==> src/hw/rtl/i2c_mbe_pkg.sv <==
// ----------------------------------------------------------------------------
// i2c_mbe_pkg
// Shared types and constants for the I2C master byte engine.
// ----------------------------------------------------------------------------
package i2c_mbe_pkg;

  localparam int unsigned CMD_W   = 3;
  localparam int unsigned BYTE_W  = 8;
  localparam int unsigned TICK_W  = 10;
  localparam int unsigned PHASE_W = 3;
  localparam int unsigned BITS_W  = 4;

  localparam logic [TICK_W-1:0] TICKS_RESET = 10'd4;

  // command codes carried by an input item
  localparam logic [CMD_W-1:0] CMD_NONE  = 3'd0;
  localparam logic [CMD_W-1:0] CMD_START = 3'd1;
  localparam logic [CMD_W-1:0] CMD_STOP  = 3'd2;
  localparam logic [CMD_W-1:0] CMD_WRITE = 3'd3;
  localparam logic [CMD_W-1:0] CMD_READ  = 3'd4;

  // sequence being run
  typedef enum logic [4:0] {
    KIND_IDLE  = 5'b00001,
    KIND_START = 5'b00010,
    KIND_STOP  = 5'b00100,
    KIND_WRITE = 5'b01000,
    KIND_READ  = 5'b10000
  } kind_t;

  typedef struct packed {
    logic [CMD_W-1:0]  command;
    logic [BYTE_W-1:0] tx_byte;
    logic              ack_level;
    logic              sda_in;
  } item_t;

  typedef struct packed {
    logic              scl_out;
    logic              sda_out;
    logic              busy_res;
    logic              done_res;
    logic [BYTE_W-1:0] rx_byte;
    logic              ack_received;
  } res_t;

endpackage

==> src/hw/rtl/i2c_mbe_if.sv <==
// ----------------------------------------------------------------------------
// i2c_mbe_if
// Valid/ready channels of the I2C master byte engine: input, result, config.
// ----------------------------------------------------------------------------
interface i2c_mbe_in_if;
  logic                             valid;
  logic                             ready;
  logic [i2c_mbe_pkg::CMD_W-1:0]    command;
  logic [i2c_mbe_pkg::BYTE_W-1:0]   tx_byte;
  logic                             ack_level;
  logic                             sda_in;

  modport source (output valid, command, tx_byte, ack_level, sda_in, input ready);
  modport sink   (input valid, command, tx_byte, ack_level, sda_in, output ready);
endinterface

interface i2c_mbe_out_if;
  logic                             valid;
  logic                             ready;
  logic                             scl_out;
  logic                             sda_out;
  logic                             busy_res;
  logic                             done_res;
  logic [i2c_mbe_pkg::BYTE_W-1:0]   rx_byte;
  logic                             ack_received;

  modport source (output valid, scl_out, sda_out, busy_res, done_res, rx_byte,
                  ack_received, input ready);
  modport sink   (input valid, scl_out, sda_out, busy_res, done_res, rx_byte,
                  ack_received, output ready);
endinterface

interface i2c_mbe_cfg_if;
  logic                             valid;
  logic                             ready;
  logic [i2c_mbe_pkg::TICK_W-1:0]   ticks_per_phase;

  modport source (output valid, ticks_per_phase, input ready);
  modport sink   (input valid, ticks_per_phase, output ready);
endinterface

==> src/hw/rtl/i2c_master_byte_engine.sv <==
// ----------------------------------------------------------------------------
// i2c_master_byte_engine
// Bit-level I2C master: start, stop, write byte and read byte sequences.
// ----------------------------------------------------------------------------
// Each input item is one tick of the bus sequencer and yields exactly one
// result item showing the SCL/SDA levels, busy/done flags, last received
// byte and last ACK after that tick. Throughput is one item per clock while
// the result side is ready. An accepted item waits in the input register,
// then is stepped into the sequencer state register, which also serves as
// the result register, once the result slot is free; the result is offered
// from that register until the result side takes it. Input ready stays high
// while the result is stalled, as long as the input register is empty.
// Commands are only honoured while idle; each SCL/SDA phase lasts
// ticks_per_phase ticks (0 behaves as 1).
// Write ticks_per_phase only while the engine is idle.
module i2c_master_byte_engine (
  input  logic               clk,
  input  logic               rst_n,
  i2c_mbe_in_if.sink         in_chan,
  i2c_mbe_out_if.source      out_chan,
  i2c_mbe_cfg_if.sink        cfg_chan
);

  logic [i2c_mbe_pkg::TICK_W-1:0] tpp_r;
  logic                           s0_valid_r;
  i2c_mbe_pkg::item_t             s0_item_r;
  logic                           out_valid_r;
  logic                           step_en;
  logic                           in_fire;
  i2c_mbe_pkg::res_t              res;

  // config register, always ready
  assign cfg_chan.ready = 1'b1;

  always_ff @(posedge clk) begin
    if (!rst_n) begin
      tpp_r <= i2c_mbe_pkg::TICKS_RESET;
    end else if (cfg_chan.valid) begin
      tpp_r <= cfg_chan.ticks_per_phase;
    end
  end

  // advance an item into the sequencer when the result slot is free
  assign step_en       = s0_valid_r && (!out_valid_r || out_chan.ready);
  assign in_chan.ready = !s0_valid_r || step_en;
  assign in_fire       = in_chan.valid && in_chan.ready;

  always_ff @(posedge clk) begin
    if (!rst_n) begin
      s0_valid_r <= 1'b0;
    end else if (in_chan.ready) begin
      s0_valid_r <= in_chan.valid;
    end
  end

  // payload needs no reset
  always_ff @(posedge clk) begin
    if (in_fire) begin
      s0_item_r.command   <= in_chan.command;
      s0_item_r.tx_byte   <= in_chan.tx_byte;
      s0_item_r.ack_level <= in_chan.ack_level;
      s0_item_r.sda_in    <= in_chan.sda_in;
    end
  end

  always_ff @(posedge clk) begin
    if (!rst_n) begin
      out_valid_r <= 1'b0;
    end else if (step_en) begin
      out_valid_r <= 1'b1;
    end else if (out_chan.ready) begin
      out_valid_r <= 1'b0;
    end
  end

  i2c_mbe_core u_core (
    .clk             (clk),
    .rst_n           (rst_n),
    .step_en         (step_en),
    .item            (s0_item_r),
    .ticks_per_phase (tpp_r),
    .res             (res)
  );

  assign out_chan.valid        = out_valid_r;
  assign out_chan.scl_out      = res.scl_out;
  assign out_chan.sda_out      = res.sda_out;
  assign out_chan.busy_res     = res.busy_res;
  assign out_chan.done_res     = res.done_res;
  assign out_chan.rx_byte      = res.rx_byte;
  assign out_chan.ack_received = res.ack_received;

endmodule

==> src/hw/rtl/i2c_mbe_core.sv <==
// ----------------------------------------------------------------------------
// i2c_mbe_core
// Phase sequencer state; one tick per step, state doubles as result register.
// ----------------------------------------------------------------------------
module i2c_mbe_core (
  input  logic                            clk,
  input  logic                            rst_n,
  input  logic                            step_en,
  input  i2c_mbe_pkg::item_t              item,
  input  logic [i2c_mbe_pkg::TICK_W-1:0]  ticks_per_phase,
  output i2c_mbe_pkg::res_t               res
);

  i2c_mbe_pkg::kind_t                     kind_r, kind_nxt;
  logic [i2c_mbe_pkg::PHASE_W-1:0]        phase_r, phase_nxt, phase_inc;
  logic [i2c_mbe_pkg::BITS_W-1:0]         bits_r, bits_nxt;
  logic [i2c_mbe_pkg::TICK_W-1:0]         tick_r, tick_nxt, len;
  logic [i2c_mbe_pkg::TICK_W:0]           cnt;
  logic [i2c_mbe_pkg::BYTE_W-1:0]         shift_r, shift_nxt;
  logic [i2c_mbe_pkg::BYTE_W-1:0]         rx_r, rx_nxt;
  logic                                   nack_r, nack_nxt;
  logic                                   scl_r, scl_nxt;
  logic                                   sda_r, sda_nxt;
  logic                                   ack_r, ack_nxt;
  logic                                   done_r, done_nxt;
  logic                                   fin;
  logic                                   do_enter;

  assign len       = (ticks_per_phase == '0) ? 10'd1 : ticks_per_phase;
  assign cnt       = {1'b0, tick_r} + 11'd1;
  assign phase_inc = phase_r + 3'd1;

  always_comb begin
    kind_nxt  = kind_r;
    phase_nxt = phase_r;
    bits_nxt  = bits_r;
    tick_nxt  = tick_r;
    shift_nxt = shift_r;
    rx_nxt    = rx_r;
    nack_nxt  = nack_r;
    scl_nxt   = scl_r;
    sda_nxt   = sda_r;
    ack_nxt   = ack_r;
    done_nxt  = 1'b0;
    fin       = 1'b0;
    do_enter  = 1'b0;

    if (kind_r == i2c_mbe_pkg::KIND_IDLE) begin
      case (item.command)
        i2c_mbe_pkg::CMD_START: kind_nxt = i2c_mbe_pkg::KIND_START;
        i2c_mbe_pkg::CMD_STOP:  kind_nxt = i2c_mbe_pkg::KIND_STOP;
        i2c_mbe_pkg::CMD_WRITE: kind_nxt = i2c_mbe_pkg::KIND_WRITE;
        i2c_mbe_pkg::CMD_READ:  kind_nxt = i2c_mbe_pkg::KIND_READ;
        default:                kind_nxt = i2c_mbe_pkg::KIND_IDLE;
      endcase
      if (kind_nxt != i2c_mbe_pkg::KIND_IDLE) begin
        phase_nxt = '0;
        bits_nxt  = '0;
        tick_nxt  = '0;
        shift_nxt = (kind_nxt == i2c_mbe_pkg::KIND_WRITE) ? item.tx_byte : '0;
        if (kind_nxt == i2c_mbe_pkg::KIND_READ) begin
          nack_nxt = item.ack_level;
        end
        do_enter = 1'b1;
      end
    end else if (cnt >= {1'b0, len}) begin
      // phase over
      tick_nxt  = '0;
      phase_nxt = phase_inc;
      case (kind_r)
        i2c_mbe_pkg::KIND_START: fin = (phase_r >= 3'd4);
        i2c_mbe_pkg::KIND_STOP:  fin = (phase_r >= 3'd3);
        i2c_mbe_pkg::KIND_WRITE: begin
          if (phase_r == 3'd2) begin
            shift_nxt = {shift_r[6:0], 1'b0};
            bits_nxt  = bits_r + 4'd1;
            phase_nxt = (bits_nxt >= 4'd8) ? 3'd3 : 3'd0;
          end else if (phase_r == 3'd4) begin
            ack_nxt = ~item.sda_in;
          end else if (phase_r >= 3'd5) begin
            fin = 1'b1;
          end
        end
        i2c_mbe_pkg::KIND_READ: begin
          if (phase_r == 3'd1) begin
            shift_nxt = {shift_r[6:0], item.sda_in};
            bits_nxt  = bits_r + 4'd1;
          end else if (phase_r == 3'd2) begin
            phase_nxt = (bits_r >= 4'd8) ? 3'd3 : 3'd1;
          end else if (phase_r >= 3'd5) begin
            rx_nxt = shift_r;
            fin    = 1'b1;
          end
        end
        default: fin = 1'b1;
      endcase
      if (fin) begin
        kind_nxt  = i2c_mbe_pkg::KIND_IDLE;
        phase_nxt = '0;
        done_nxt  = 1'b1;
      end else begin
        do_enter = 1'b1;
      end
    end else begin
      tick_nxt = cnt[i2c_mbe_pkg::TICK_W-1:0];
    end

    // line levels of the phase being entered
    if (do_enter) begin
      case (kind_nxt)
        i2c_mbe_pkg::KIND_START: begin
          if (phase_nxt == 3'd0 || phase_nxt == 3'd4) scl_nxt = 1'b0;
          else if (phase_nxt == 3'd1)                 sda_nxt = 1'b1;
          else if (phase_nxt == 3'd2)                 scl_nxt = 1'b1;
          else                                        sda_nxt = 1'b0;
        end
        i2c_mbe_pkg::KIND_STOP: begin
          if (phase_nxt == 3'd0)      scl_nxt = 1'b0;
          else if (phase_nxt == 3'd1) sda_nxt = 1'b0;
          else if (phase_nxt == 3'd2) scl_nxt = 1'b1;
          else                        sda_nxt = 1'b1;
        end
        i2c_mbe_pkg::KIND_WRITE: begin
          if (phase_nxt == 3'd0)                           sda_nxt = shift_nxt[7];
          else if (phase_nxt == 3'd1 || phase_nxt == 3'd4) scl_nxt = 1'b1;
          else if (phase_nxt == 3'd2 || phase_nxt == 3'd5) scl_nxt = 1'b0;
          else                                             sda_nxt = 1'b1;
        end
        i2c_mbe_pkg::KIND_READ: begin
          if (phase_nxt == 3'd0) begin
            scl_nxt = 1'b0;
            sda_nxt = 1'b1;
          end else if (phase_nxt == 3'd1 || phase_nxt == 3'd4) begin
            scl_nxt = 1'b1;
          end else if (phase_nxt == 3'd2 || phase_nxt == 3'd5) begin
            scl_nxt = 1'b0;
          end else begin
            sda_nxt = nack_nxt;
          end
        end
        default: begin
          scl_nxt = scl_r;
          sda_nxt = sda_r;
        end
      endcase
    end
  end

  always_ff @(posedge clk) begin
    if (!rst_n) begin
      kind_r  <= i2c_mbe_pkg::KIND_IDLE;
      phase_r <= '0;
      bits_r  <= '0;
      tick_r  <= '0;
      shift_r <= '0;
      rx_r    <= '0;
      nack_r  <= 1'b1;
      scl_r   <= 1'b1;
      sda_r   <= 1'b1;
      ack_r   <= 1'b0;
      done_r  <= 1'b0;
    end else if (step_en) begin
      kind_r  <= kind_nxt;
      phase_r <= phase_nxt;
      bits_r  <= bits_nxt;
      tick_r  <= tick_nxt;
      shift_r <= shift_nxt;
      rx_r    <= rx_nxt;
      nack_r  <= nack_nxt;
      scl_r   <= scl_nxt;
      sda_r   <= sda_nxt;
      ack_r   <= ack_nxt;
      done_r  <= done_nxt;
    end
  end

  assign res.scl_out      = scl_r;
  assign res.sda_out      = sda_r;
  assign res.busy_res     = (kind_r != i2c_mbe_pkg::KIND_IDLE);
  assign res.done_res     = done_r;
  assign res.rx_byte      = rx_r;
  assign res.ack_received = ack_r;

`ifndef ASSERT_OFF
  a_done_idle: assert property (@(posedge clk) disable iff (!rst_n)
    done_r |-> (kind_r == i2c_mbe_pkg::KIND_IDLE))
    else $error("done raised while a sequence runs");

  a_done_pulse: assert property (@(posedge clk) disable iff (!rst_n)
    (done_r && step_en) |=> !done_r)
    else $error("done held for more than one tick");

  a_idle_clean: assert property (@(posedge clk) disable iff (!rst_n)
    (kind_r == i2c_mbe_pkg::KIND_IDLE) |-> (phase_r == '0 && tick_r == '0))
    else $error("idle with phase or tick counter not cleared");

  a_bits_range: assert property (@(posedge clk) disable iff (!rst_n)
    bits_r <= 4'd8)
    else $error("bit counter past eight");

  a_hold: assert property (@(posedge clk) disable iff (!rst_n)
    !step_en |=> ($stable(kind_r) && $stable(tick_r) && $stable(scl_r) && $stable(sda_r)))
    else $error("state moved without a tick");
`endif

endmodule
==> src/flat_wrapper.sv <==
// flat-port wrapper written by rule: the top's interface ports become plain ports
module i2c_master_byte_engine_flat 
  (clk, rst_n, in_chan_valid, in_chan_command, in_chan_tx_byte, in_chan_ack_level, in_chan_sda_in, in_chan_ready, out_chan_valid, out_chan_scl_out, out_chan_sda_out, out_chan_busy_res, out_chan_done_res, out_chan_rx_byte, out_chan_ack_received, out_chan_ready, cfg_chan_valid, cfg_chan_ticks_per_phase, cfg_chan_ready);
  i2c_mbe_in_if in_chan_i ();
  i2c_mbe_out_if out_chan_i ();
  i2c_mbe_cfg_if cfg_chan_i ();
  input  logic clk;
  input  logic rst_n;
  input wire logic [$bits(in_chan_i.valid)-1:0] in_chan_valid;
  input wire logic [$bits(in_chan_i.command)-1:0] in_chan_command;
  input wire logic [$bits(in_chan_i.tx_byte)-1:0] in_chan_tx_byte;
  input wire logic [$bits(in_chan_i.ack_level)-1:0] in_chan_ack_level;
  input wire logic [$bits(in_chan_i.sda_in)-1:0] in_chan_sda_in;
  output wire logic [$bits(in_chan_i.ready)-1:0] in_chan_ready;
  output wire logic [$bits(out_chan_i.valid)-1:0] out_chan_valid;
  output wire logic [$bits(out_chan_i.scl_out)-1:0] out_chan_scl_out;
  output wire logic [$bits(out_chan_i.sda_out)-1:0] out_chan_sda_out;
  output wire logic [$bits(out_chan_i.busy_res)-1:0] out_chan_busy_res;
  output wire logic [$bits(out_chan_i.done_res)-1:0] out_chan_done_res;
  output wire logic [$bits(out_chan_i.rx_byte)-1:0] out_chan_rx_byte;
  output wire logic [$bits(out_chan_i.ack_received)-1:0] out_chan_ack_received;
  input wire logic [$bits(out_chan_i.ready)-1:0] out_chan_ready;
  input wire logic [$bits(cfg_chan_i.valid)-1:0] cfg_chan_valid;
  input wire logic [$bits(cfg_chan_i.ticks_per_phase)-1:0] cfg_chan_ticks_per_phase;
  output wire logic [$bits(cfg_chan_i.ready)-1:0] cfg_chan_ready;
  assign in_chan_i.valid = in_chan_valid;
  assign in_chan_i.command = in_chan_command;
  assign in_chan_i.tx_byte = in_chan_tx_byte;
  assign in_chan_i.ack_level = in_chan_ack_level;
  assign in_chan_i.sda_in = in_chan_sda_in;
  assign in_chan_ready = in_chan_i.ready;
  assign out_chan_valid = out_chan_i.valid;
  assign out_chan_scl_out = out_chan_i.scl_out;
  assign out_chan_sda_out = out_chan_i.sda_out;
  assign out_chan_busy_res = out_chan_i.busy_res;
  assign out_chan_done_res = out_chan_i.done_res;
  assign out_chan_rx_byte = out_chan_i.rx_byte;
  assign out_chan_ack_received = out_chan_i.ack_received;
  assign out_chan_i.ready = out_chan_ready;
  assign cfg_chan_i.valid = cfg_chan_valid;
  assign cfg_chan_i.ticks_per_phase = cfg_chan_ticks_per_phase;
  assign cfg_chan_ready = cfg_chan_i.ready;
  i2c_master_byte_engine u_core (.clk(clk), .rst_n(rst_n), .in_chan(in_chan_i), .out_chan(out_chan_i), .cfg_chan(cfg_chan_i));
endmodule
==> config.mk <==
export PLATFORM = sky130hd
export DESIGN_NAME = i2c_master_byte_engine_flat
export DESIGN_NICKNAME = d
export VERILOG_FILES = /design/src/hw/rtl/i2c_mbe_pkg.sv /design/src/hw/rtl/i2c_mbe_if.sv /design/src/hw/rtl/i2c_master_byte_engine.sv /design/src/hw/rtl/i2c_mbe_core.sv /design/src/flat_wrapper.sv
export SDC_FILE = /design/constraint.sdc
export NUM_CORES = 1
export LEC_CHECK = 0
export BUFFER_PORTS_ARGS = -buffer_cell sky130_fd_sc_hd__buf_2
export CORE_MARGIN = 5
export CORE_UTILIZATION = 60
export CTS_BUF_LIST = sky130_fd_sc_hd__clkbuf_4 sky130_fd_sc_hd__clkbuf_8
export DETAILED_ROUTE_END_ITERATION = 16
export MAX_ROUTING_LAYER = met4
export PLACE_DENSITY = 0.82
export SLEW_MARGIN = 20
export SYNTH_ARGS = -nofsm -noshare
export SYNTH_HDL_FRONTEND = slang
export SYNTH_SLANG_ARGS = --single-unit
==> constraint.sdc <==
create_clock -name clk -period 3.8 [get_ports clk]
set_input_delay 0.76 -clock clk [delete_from_list [all_inputs] [get_ports clk]]
set_output_delay 0.76 -clock clk [all_outputs]
set_load 0.03 [all_outputs]
==> summary.txt <==
Clocking
  • Max Buffers Root-to-Sink: 2
  • Reg clk slew, reported paths: around 0.080 ns
  • Post-CTS Setup Bufs: 0
  • Number of hold buffers added after cts: 0
  • Root Buffer: clkbuf_8
  • CTS Buf Count: 9
  • CTS tree: done
  • # H-tree levels: 3
  • Cts repair resizes: 0
  • Worst-Skew Late Latency: ~0.35 ns
  • Clk sinks: between 60 and 70

Detailed routing
  • Final WL: roughly 8400 um
  • WL per Instance: between 15 and 20 um
  • Drt via density: roughly 5.8
  • Total number of vias: roughly 3100
  • DRT iter0 DRCs: ~240
  • First drt pass iteration count: 5
  • DRC Markers: 0
  • Antenna-violating nets left: 0

Timing
  • Worst slew margin: 0.564
  • Slew @ Worst Pin: between 0.6 and 0.7 ns
  • Setup ws final: around 0.24 ns
  • Final hold violation count: 0
  • F_max: 281 MHz
  • Unrepaired setup endpoints after global routing: false
  • Final setup skew: between 0.009 and 0.01 ns
  • Fin. max-slew vios: 0
  • Setup TNS: 0 ns
  • Crit share post-route: 0.937
  • Final setup viols: 0
  • Tmin final: between 3 and 4 ns

Place
  • Placement Setup Slack: roughly 0.19 ns
  • Post-DP HPWL: approximately 6000 um
  • Buffers on Ports: 42
  • Routability congestion estimate from global placement: 0.940
  • Area after DPL: a little over 0.004 sq mm

Layout
  • Area growth syn-to-layout: 11.2%
  • Final instance area: approximately 0.0043 sq mm
  • Share of post-route cells with drive strength above 1: 0.174
  • ANT cells: 0
  • Post-route core utilization: 0.678
  • Nets: about 500

Die
  • Rows: 29
  • Io pins: 44
  • Core Region: 0.00628 sq mm
  • Die Height: 89.9 um
  • Initial Util: 0.610
  • Die area: 0.00807 sq mm
  • Die span in x: 89.9 um

Pwr
  • Cell Pwr Density: between 300 and 400 mW/mm^2
  • Leakage: between 1.5 and 2 nW
  • VDD IR-drop max: around 330 uV

Synth
  • Top cells by count, synth: dfxtp_1 (55), nor2b_1 (39), nand2_1 (30), o21ai_0 (22), mux2i_1 (20)
  • Syn_nets: between 400 and 500
  • Top cell type's share of synthesized area: 0.288
  • Top area cells in the synthesized netlist: dfxtp_1 (29%), edfxtp_1 (10%), nor2b_1 (6.4%), ha_1 (5.9%), mux2i_1 (5.2%)
  • Yosys warning total: 0
  • Sequential share of the synthesized area: 0.390
  • Ys flop type: dfxtp_1
  • Most frequent cell after synthesis: dfxtp_1
  • FF+latch count, synth: 68
  • Post-Syn Area: between 0.003 and 0.004 sq mm
  • EDFF count, synth: 13
  • Yosys top cell by area: dfxtp_1
  • Cell variety after synth: between 60 and 70
  • Async set-or-reset flop fraction in the synthesized netlist: 0
  • Syn Area/Cell: a little over 9 sq um
  • Syn Inst Count: ~420

Critical path
  • FF-to-FF setup slack: approximately 0.24 ns
  • CP startpoint kind: register
  • CP Capture Type: register
  • CP arrival: around 3.8 ns
  • Setup Crit Path Kind: register to register
  • Crit path max fanout: 10
  • Worst Path Required: 4.03 ns

GRT
  • Vias in the first global route: 3021
  • Initial antenna violation count: 0
  • Total GRT Usage: 0.218
  • Global route overflow: 0
  • Global-route wire length before repair: roughly 14000 um
  • Largest net degree at the start of global routing: 31

Outcome
  • Status: finished clean

Min path
  • Worst hold path class: register to register

Flow run
  • Max Cap Viol: 0
## area by class of cell
class / instances / area, sq um
Multi-Input combinational cell: 304 / 2150
Fill cell: 490 / 2020
Sequential cell: 68 / 1490
Timing Repair Buffer: 48 / 255
Clock buffer: 10 / 131
Tap cell: 77 / 96.3
Inverter: 19 / 71.3
Clock inverter: 6 / 62.6
## per-stage QoR
| stage | total power, mW | hold slack (ns) | instances |
|---|---|---|---|
| floorplan | 0.959 | 0.441 | 416 |
| global placement | 1.01 | 0.452 | 516 |
| detailed placement | 1.02 | 0.466 | 516 |
| CTS | 1.61 | 0.485 | 532 |
| global route | 1.68 | 0.513 | 532 |
| finish | 1.60 | 0.479 | 532 |
## cell usage in the layout (no fill, tap or decap), types with 7 or more instances in the layout
cell,Yosys,layout
dfxtp_1,55,55
buf_2,5,42
nor2b_1,39,39
nand2_1,30,30
o21ai_0,22,22
mux2i_1,20,20
inv_1,18,18
ha_1,18,18
nor2_1,16,16
a21oi_1,15,15
edfxtp_1,13,13
and3_1,12,12
and2_1,11,11
a22oi_1,9,9
o211a_1,9,9
clkbuf_8,0,9
nand2b_1,8,8
xor2_1,7,7
nand3_1,7,7
o211ai_1,7,7
## flip-flops by register name, summed over array words and instances, names as in the netlist
| register | flops |
|---|---|
| u_core.s0_item_r | 13 |
| u_core.tpp_r | 10 |
| u_core.u_core.tick_r | 10 |
| u_core.u_core.rx_r | 8 |
| u_core.u_core.shift_r | 8 |
| u_core.u_core.kind_r | 5 |
| u_core.u_core.bits_r | 4 |
| u_core.u_core.phase_r | 3 |
| u_core.out_chan.valid | 1 |
| u_core.s0_valid_r | 1 |
| u_core.u_core.ack_r | 1 |
| u_core.u_core.done_r | 1 |
| u_core.u_core.nack_r | 1 |
| u_core.u_core.scl_r | 1 |
| u_core.u_core.sda_r | 1 |
## critical path: stages, from the launching register on
cell      delay (ns)
dfxtp_1         0.35
ha_1            0.25
and3_2          0.26
and3_4          0.21
xor2_1          0.14
ha_1            0.29
and4_1          0.17
o21ai_0         0.08
o211ai_1        0.20
a31oi_2         0.13
buf_4           0.19
a21o_1          0.21
a22o_1          0.30
and3_1          0.19
and3_1          0.18
a211oi_2        0.20
mux2i_1         0.09
## cell families after synthesis
family          count (synthesis)  share of synthesized area
simple gates                  153                      0.230
xor+xnor                       10                     0.0229
compound gates                102                      0.193
flops                          68                      0.390
other cells                     1                   0.000980
fa+ha+maj                      18                     0.0589
mux                            20                     0.0523
buf+inv                        44                     0.0517
## metal layers
metal / vias up / share of wire / GRT usage
met5: - / 0 / -
met4: 0 / 0.0093 / 0.0757
met3: 6 / 0.048 / 0.0467
met2: 75 / 0.49 / 0.359
met1: 1434 / 0.45 / 0.265
li1: 1567 / - / -
## worst paths after layout
path / start / to / cells past startpoint
min: u_core.u_core.nack_r / u_core.u_core.nack_r / 2
max: u_core.u_core.tick_r[0] / u_core.u_core.sda_r / 16
min reg2reg: u_core.u_core.nack_r / u_core.u_core.nack_r / 2
max reg2reg: u_core.u_core.tick_r[0] / u_core.u_core.sda_r / 16
## report_power, final
group | total (mW) | switching (mW) | internal, mW
logic | 0.212 | 0.126 | 0.0864
registers | 0.793 | 0.0293 | 0.764
clock network | 0.594 | 0.283 | 0.311
total | 1.60 | 0.438 | 1.16
No activity file was read; power rests on OpenSTA's default activity.
